## src/design/sbfd_pkg.sv

```systemverilog
// Shared types, constants and the saturating adder of the stereo feedback delay.
package sbfd_pkg;

  localparam int SAMPLE_BITS      = 24;
  localparam int CFG_W            = 11;
  localparam int DEF_BLOCK_SIZE   = 64;
  localparam int DEF_MAX_BLOCKS   = 1024;

  typedef logic signed [SAMPLE_BITS-1:0] sample_t;

  typedef struct packed {
    sample_t sample_left;
    sample_t sample_right;
    sample_t feedback_left;
    sample_t feedback_right;
  } in_item_t;

  typedef struct packed {
    sample_t delayed_left;
    sample_t delayed_right;
    logic    block_last;
  } out_item_t;

  // Per-item flags from the address sequencer to the datapath.
  typedef struct packed {
    logic last;    // last sample of its block
    logic fwd;     // read and write hit the same entry
    logic filled;  // read entry has been written since reset
  } ctrl_t;

  localparam sample_t SAMPLE_MAX = {1'b0, {(SAMPLE_BITS-1){1'b1}}};
  localparam sample_t SAMPLE_MIN = {1'b1, {(SAMPLE_BITS-1){1'b0}}};

  function automatic sample_t sat_add(input sample_t a, input sample_t b);
    logic signed [SAMPLE_BITS:0] sum;
    sample_t res;
    sum = {a[SAMPLE_BITS-1], a} + {b[SAMPLE_BITS-1], b};
    if (sum[SAMPLE_BITS] != sum[SAMPLE_BITS-1]) begin
      res = sum[SAMPLE_BITS] ? SAMPLE_MIN : SAMPLE_MAX;
    end else begin
      res = sum[SAMPLE_BITS-1:0];
    end
    return res;
  endfunction

endpackage

```

## src/design/sbfd_addr.sv

```systemverilog
// Write/read pointer sequencer, delay length register and store fill count.
module sbfd_addr import sbfd_pkg::*; #(
  parameter int BLOCK_SIZE = DEF_BLOCK_SIZE,
  parameter int MAX_BLOCKS = DEF_MAX_BLOCKS,
  parameter int DEPTH      = BLOCK_SIZE * MAX_BLOCKS,
  parameter int AW         = (DEPTH > 1) ? $clog2(DEPTH) : 1
) (
  input  logic             clk_i,
  input  logic             rst_ni,
  input  logic             adv_i,
  input  logic             cfg_we_i,
  input  logic [CFG_W-1:0] cfg_data_i,
  output logic [AW-1:0]    wr_addr_o,
  output logic [AW-1:0]    rd_addr_o,
  output ctrl_t            ctrl_o
);

  localparam int LW  = $clog2(DEPTH + 1);
  localparam int OW  = (BLOCK_SIZE > 1) ? $clog2(BLOCK_SIZE) : 1;
  localparam int MBW = $clog2(MAX_BLOCKS + 1);
  localparam int CW  = (CFG_W > MBW) ? CFG_W : MBW;

  logic [LW-1:0] len_q, len_d;
  logic [LW-1:0] fill_q, fill_d;
  logic [AW-1:0] wr_q, wr_d;
  logic [AW-1:0] rd_q, rd_d;
  logic [AW-1:0] nxt_q, nxt_d;
  logic [OW-1:0] off_q, off_d;

  logic [CW-1:0] blocks_raw;
  logic [CW-1:0] blocks_c;
  logic [LW:0]   nxt_sum;
  logic [AW-1:0] nxt_roll;
  logic          last;

  assign last = (off_q == OW'(BLOCK_SIZE - 1));

  always_comb begin
    blocks_raw = CW'(cfg_data_i);
    if (blocks_raw == '0) begin
      blocks_c = CW'(1);
    end else if (blocks_raw > CW'(MAX_BLOCKS)) begin
      blocks_c = CW'(MAX_BLOCKS);
    end else begin
      blocks_c = blocks_raw;
    end
  end

  // Start of the block after the next one, wrapped at the end of the delay.
  assign nxt_sum  = (LW+1)'(nxt_q) + (LW+1)'(BLOCK_SIZE);
  assign nxt_roll = (nxt_sum >= (LW+1)'(len_q)) ? '0 : AW'(nxt_sum);

  always_comb begin
    len_d  = len_q;
    fill_d = fill_q;
    wr_d   = wr_q;
    rd_d   = rd_q;
    nxt_d  = nxt_q;
    off_d  = off_q;
    if (cfg_we_i) begin
      len_d = LW'(blocks_c * BLOCK_SIZE);
      wr_d  = '0;
      off_d = '0;
      nxt_d = (blocks_c == CW'(1)) ? '0 : AW'(BLOCK_SIZE);
      rd_d  = nxt_d;
    end else if (adv_i) begin
      // Writes always run upward from zero, so the written set is a prefix.
      if (LW'(wr_q) == fill_q) begin
        fill_d = fill_q + LW'(1);
      end
      if (last) begin
        off_d = '0;
        wr_d  = nxt_q;
        nxt_d = nxt_roll;
        rd_d  = nxt_roll;
      end else begin
        off_d = off_q + OW'(1);
        wr_d  = wr_q + AW'(1);
        rd_d  = rd_q + AW'(1);
      end
    end
  end

  always_ff @(posedge clk_i or negedge rst_ni) begin
    if (!rst_ni) begin
      len_q  <= LW'(BLOCK_SIZE);
      fill_q <= '0;
      wr_q   <= '0;
      rd_q   <= '0;
      nxt_q  <= '0;
      off_q  <= '0;
    end else begin
      len_q  <= len_d;
      fill_q <= fill_d;
      wr_q   <= wr_d;
      rd_q   <= rd_d;
      nxt_q  <= nxt_d;
      off_q  <= off_d;
    end
  end

  assign wr_addr_o     = wr_q;
  assign rd_addr_o     = rd_q;
  assign ctrl_o.last   = last;
  assign ctrl_o.fwd    = (rd_q == wr_q);
  assign ctrl_o.filled = (LW'(rd_q) < fill_q);

endmodule

```

## config.mk

```make
export PLATFORM = sky130hd
export DESIGN_NAME = sbfd_addr
export DESIGN_NICKNAME = d
export VERILOG_FILES = /design/src/design/sbfd_pkg.sv /design/src/design/sbfd_addr.sv
export SDC_FILE = /design/constraint.sdc
export NUM_CORES = 1
export LEC_CHECK = 0
export BUFFER_PORTS_ARGS = -buffer_cell sky130_fd_sc_hd__clkbuf_2
export CELL_PAD_IN_SITES_DETAIL_PLACEMENT = 1
export CELL_PAD_IN_SITES_GLOBAL_PLACEMENT = 2
export CORE_UTILIZATION = 40
export CTS_BUF_LIST = sky130_fd_sc_hd__clkbuf_8 sky130_fd_sc_hd__clkbuf_16
export DETAILED_ROUTE_END_ITERATION = 8
export GPL_ROUTABILITY_DRIVEN = 0
export PLACE_DENSITY_LB_ADDON = 0.12
export SLEW_MARGIN = 20
export SYNTH_ARGS = -nofsm -noshare
export SYNTH_HDL_FRONTEND = slang
export SYNTH_SLANG_ARGS = --single-unit
export TNS_END_PERCENT = 30
```

## constraint.sdc

```tcl
create_clock -name clk_i -period 7 [get_ports clk_i]
set_clock_uncertainty 0.15 [all_clocks]
set_input_delay 1.4 -clock clk_i [delete_from_list [all_inputs] [get_ports clk_i]]
set_output_delay 1.4 -clock clk_i [all_outputs]
set_load 0.01 [all_outputs]
```

* Word-level counts from Yosys, hierarchy flattened
Index checks and enable logic that the tools add are counted.
** Word-level totals
- Memories kept :: 0
- Bits in read-only memories :: 0
- Logic and storage cells :: 40
- Bits in registers :: 82
- Bits in writable memories :: 0
- Input port bits :: 15
- Bits in latches :: 0
** Cells by class
- $lt $le $gt $ge :: 3
- Bitwise operators :: 1
- Reduce and logical (&&, ||, !) cells :: 5
- $mul :: 0
- Shift-type cells :: 0
- Divide/modulo/power cells :: 0
- Mux-type cells :: 16
- $add $sub $neg :: 5
- Equal/unequal tests :: 4
** Operator list (count)
- 16-bit 2-to-1 mux :: 10
- 16-bit by 1-bit adder with 16-bit output (second input constant) :: 2
- 11-bit 2-to-1 mux :: 2
- 6-bit 2-to-1 mux :: 3
- 16-bit by 7-bit adder with 17-bit output (second input constant) :: 1
- 17-bit by 1-bit adder with 17-bit output (second input constant) :: 1
- 16-bit by 17-bit equality test with 1-bit output :: 1
- 17-bit >= comparator :: 1
- 16-bit by 17-bit < comparator with 1-bit output :: 1
- 16-bit equality test :: 1
- 11-bit by 1-bit equality test with 1-bit output (second input constant) :: 1
- 11-bit greater-than comparator (second input constant) :: 1
- 11-bit zero test :: 1
- 7-bit 2-to-1 mux :: 1
- 6-bit by 1-bit adder with 6-bit output (second input constant) :: 1
- 6-bit equality test (second input constant) :: 1
- 2-bit nonzero test :: 2
- 3-bit AND reduction :: 1
- 2-bit AND reduction :: 1
- 1-bit inverter :: 1

* Depth between registers and ports, before layout
- Word-level depth :: 6
- Gate-level depth with buffers :: 13
- Mapped depth without buffers :: 11

* Worst setup path before layout
Ideal clock, no wire load.
- Path type :: register to output
- Start :: reg rd_q[10] (netlist: rd_addr_o[10])
- End :: out ctrl_o[0] in the netlist's numbering
- Arrival :: 1510 ps
- Stages on the path, launching flop included :: 7
- Setup slack :: 3940 ps
- Cells stage by stage :: dfrtp_1 ha_1 a21o_1 a21o_1 a21oi_1 o22ai_1 a21oi_1
** RTL lines
- start: declaration :: line sbfd_addr.sv:26 : logic [AW-1:0] rd_q, rd_d;
- start signal: assignment :: line sbfd_addr.sv:96 : rd_q <= rd_d;
- end: declaration :: line sbfd_addr.sv:15 : output ctrl_t ctrl_o

==> reports/qor.yml <==
status: "complete, no violations"
use_met1_pct: 37.01
ys_seq_area_share_pct: 37.53
grt-ovfl-total: 0
instances_no_fill: 829
crit_fanout: 27
hold_violations: 0
regToRegEndpoint: "rd_addr_o[2]$_DFFE_PN0P_"
syn_inst: 621
rsz0062_at_grt: "false"
ctsResizeCount: 0
ys.warnings.count: 0
cts_buffers: 9
max_cap_violations: 0
clock_latency_ps: 350
core_sq_um: 13300
row_count: 42
combPwrFrac_pct: 11.2
met3_usage_pct: 2.969
cp.required_ps: 5450
synthTopCellsByArea: "dfrtp_1 37%, xnor2_1 8.5%, ha_1 7.1%"
nFillCells: 1581
top_usage_layer: "met2"
multi_input_area_sq_um: 3049
syn_area_per_cell_sq_um: 8.811
slew_headroom_pct: 41.14
arrival_ps: 2810
fmax_mhz: 229.2
die_h_um: 119.0
synthDistinctLibCells: 60
dieArea_sq_um: 14150
dp.cells: 813
cts_num_sinks: 82
hpwl_um: 13230
start_util_pct: 41.15
syn_nets: 667
die_x_um: 119.0
grt_pass1_wl_um: 28920
worst_ir_drop_vdd_v: 0.0001121
clkPwrFrac_pct: 43.6
yosysTopAreaCell: "dfrtp_1"
rr_startpoint: "nxt_q[6]$_DFFE_PN0P_"
syn_to_final_growth_pct: 11.18
hold_path.class: "reg2reg"
final-seq-area_sq_um: 2053
crit_path_end_kind: "primary output"
ctsHoldBuffers: 0
drive_above_1_share_pct: 12.86
routedWlPerCell_um: 21.71
root_buffer: "clkbuf_16"
period_share_pct: 62.34
ys_ff_latch: 82
crit_start: "off_q[0]$_DFFE_PN0P_"
leakagePower_nw: 2.663
grt_pass1_vias: 4899
cts_tree: "done"
reg2reg_slack_ps: 3390
first_pass_iters: 4
portBuffers: 49
drtIter0Drc: 386
p_sw_share_pct: 27.33
synth_edf_count: 0
p_sw_w: 0.0003141
cts.path.max_buffers: 2
ys_async_sr_fraction_pct: 100.0
drc: 0
critical_path.startpoint_type: "register"
maxSlewViolCount: 0
final_common_cell: "dfrtp_1"
worst-setup-path-type: "reg2out"
worstMarginPinSlew_ps: 883.0
grt_usage_pct: 26.98
h-tree-depth: 3
syn_area_sq_um: 5471
seq_power_share_pct: 45.1
synth-main-ff-cell: "dfrtp_1"
vias: 4819
fin_crit_ps: 4364
rr_worst_depth: 11
post_cts.repair.setup_buffers: 0
nets: 694
p_per_area_nw_per_um2: 188.9
ant_nets: 0
use_met2_pct: 43.79
vias_per_cell: 5.813
setup_violations: 0
internal-power_w: 0.0008352
mostFrequentLayoutCells: "81 x dfrtp_1, 53 x xnor2_1, 51 x inv_1"
io_pins: 50
clkTransAtPathRegs_ps: 70
crit_path_end: "ctrl_o[2]"
n_antenna_cell: 0
grt_antenna_before_repair: 0
finalWirelength_um: 18000
synth_top_area_share_pct: 37.05
grt_max_degree: 57
final.setup.tns_ps: 0
==> registers in the layout, indices dropped and copies added, names as in the netlist <==
register and cells:
off_q 6, wr_addr_o 16, len_q 11, fill_q 17, nxt_q 16, rd_addr_o 16
==> power groups by stage <==
stage / combinational (W) / sequential (W) / clock [W]
after floorplan: 0.0000803 / 0.000518 / 0
after global placement: 0.000126 / 0.000527 / 0
after detailed placement: 0.000130 / 0.000528 / 0
after CTS: 0.000131 / 0.000519 / 0.000513
after global routing: 0.000146 / 0.000522 / 0.000523
final: 0.000129 / 0.000519 / 0.000502
==> worst max-delay path, cell delays in order (launching register included) <==
cell	delay, ps
dfrtp_1	380
ha_1	210
and4_1	440
nand2_2	400
inv_1	750
clkbuf_2	260
==> worst min path at each step <==
stage                                 from                      to  slack (ps)  cells past startpoint
floorplan           fill_q[16]$_DFFE_PN0P_  fill_q[16]$_DFFE_PN0P_         320                      1
global placement      len_q[9]$_DFFE_PN0P_    len_q[9]$_DFFE_PN0P_         340                      1
detailed placement    len_q[9]$_DFFE_PN0P_    len_q[9]$_DFFE_PN0P_         350                      1
CTS                   len_q[9]$_DFFE_PN0P_    len_q[9]$_DFFE_PN0P_         360                      1
global route          len_q[9]$_DFFE_PN0P_    len_q[9]$_DFFE_PN0P_         360                      1
finish                len_q[9]$_DFFE_PN0P_    len_q[9]$_DFFE_PN0P_         360                      1
==> cells by family (layout without fill, tap and decap cells) <==
family                   after synthesis  count (layout)  share of synthesized area (%)
AND/OR/NAND/NOR                      216             216                          20.88
AO/OA/AOI/OAI                        141             141                          17.01
buffers and inverters                 85             117                          6.815
flip-flops                            82              82                          37.53
XOR/XNOR                              62              62                          9.925
adder cells (fa/ha/maj)               31              31                          7.089
multiplexers                           4               4                         0.7546
==> synth_stat cells (4+ instances only) <==
master	number
nand3_1	34
a22o_1	8
o21a_1	6
clkbuf_1	15
and4_1	4
a211oi_1	6
and3_1	8
xnor2_1	53
dfrtp_1	81
inv_1	49
nand4_1	28
o22ai_1	6
o21ai_0	39
and2_1	6
o211ai_1	4
o31ai_1	4
ha_1	31
a21o_1	9
a22oi_1	9
nor3_1	15
nor2_1	35
buf_4	11
buf_2	10
nand2_1	50
xor2_1	9
nor4_1	10
a21oi_1	26
==> layout make-up <==
cell class                 count  share of cell area [%]
clock buffer                  11                   4.155
clock inverter                 5                  0.8844
inverter                      49                   3.023
multi-input combinational    454                   50.12
sequential                    82                   33.75
tap                          176                   3.620
timing repair buffer          52                   4.443
==> per-stage QoR <==
| step | cell area, sq um | total power [W] | util, % | worst slack (ps) | hold slack (ps) |
|---|---|---|---|---|---|
| floorplan | 5472 | 0.0005982 | - | 3940 | 322.8 |
| finish | 6083 | 0.001149 | 45.76 | 2636 | 355.5 |
| detailed placement | 5773 | 0.0006576 | 43.42 | 2992 | 346.5 |
| global route | 6083 | 0.001191 | 45.76 | 2459 | 364.9 |
| global placement | 5773 | 0.0006536 | 43.42 | 3046 | 337.7 |
| CTS | 6080 | 0.001163 | 45.73 | 2685 | 362.0 |
==> metal layers <==
| metal | up-vias | wire length (um) |
|---|---|---|
| li1 | 2274 | - |
| met1 | 2424 | 8603 |
| met2 | 98 | 8430 |
| met3 | 23 | 486 |
| met4 | 0 | 480 |
| met5 | - | 0 |
Note: power is estimated with default switching activity, not from simulation.
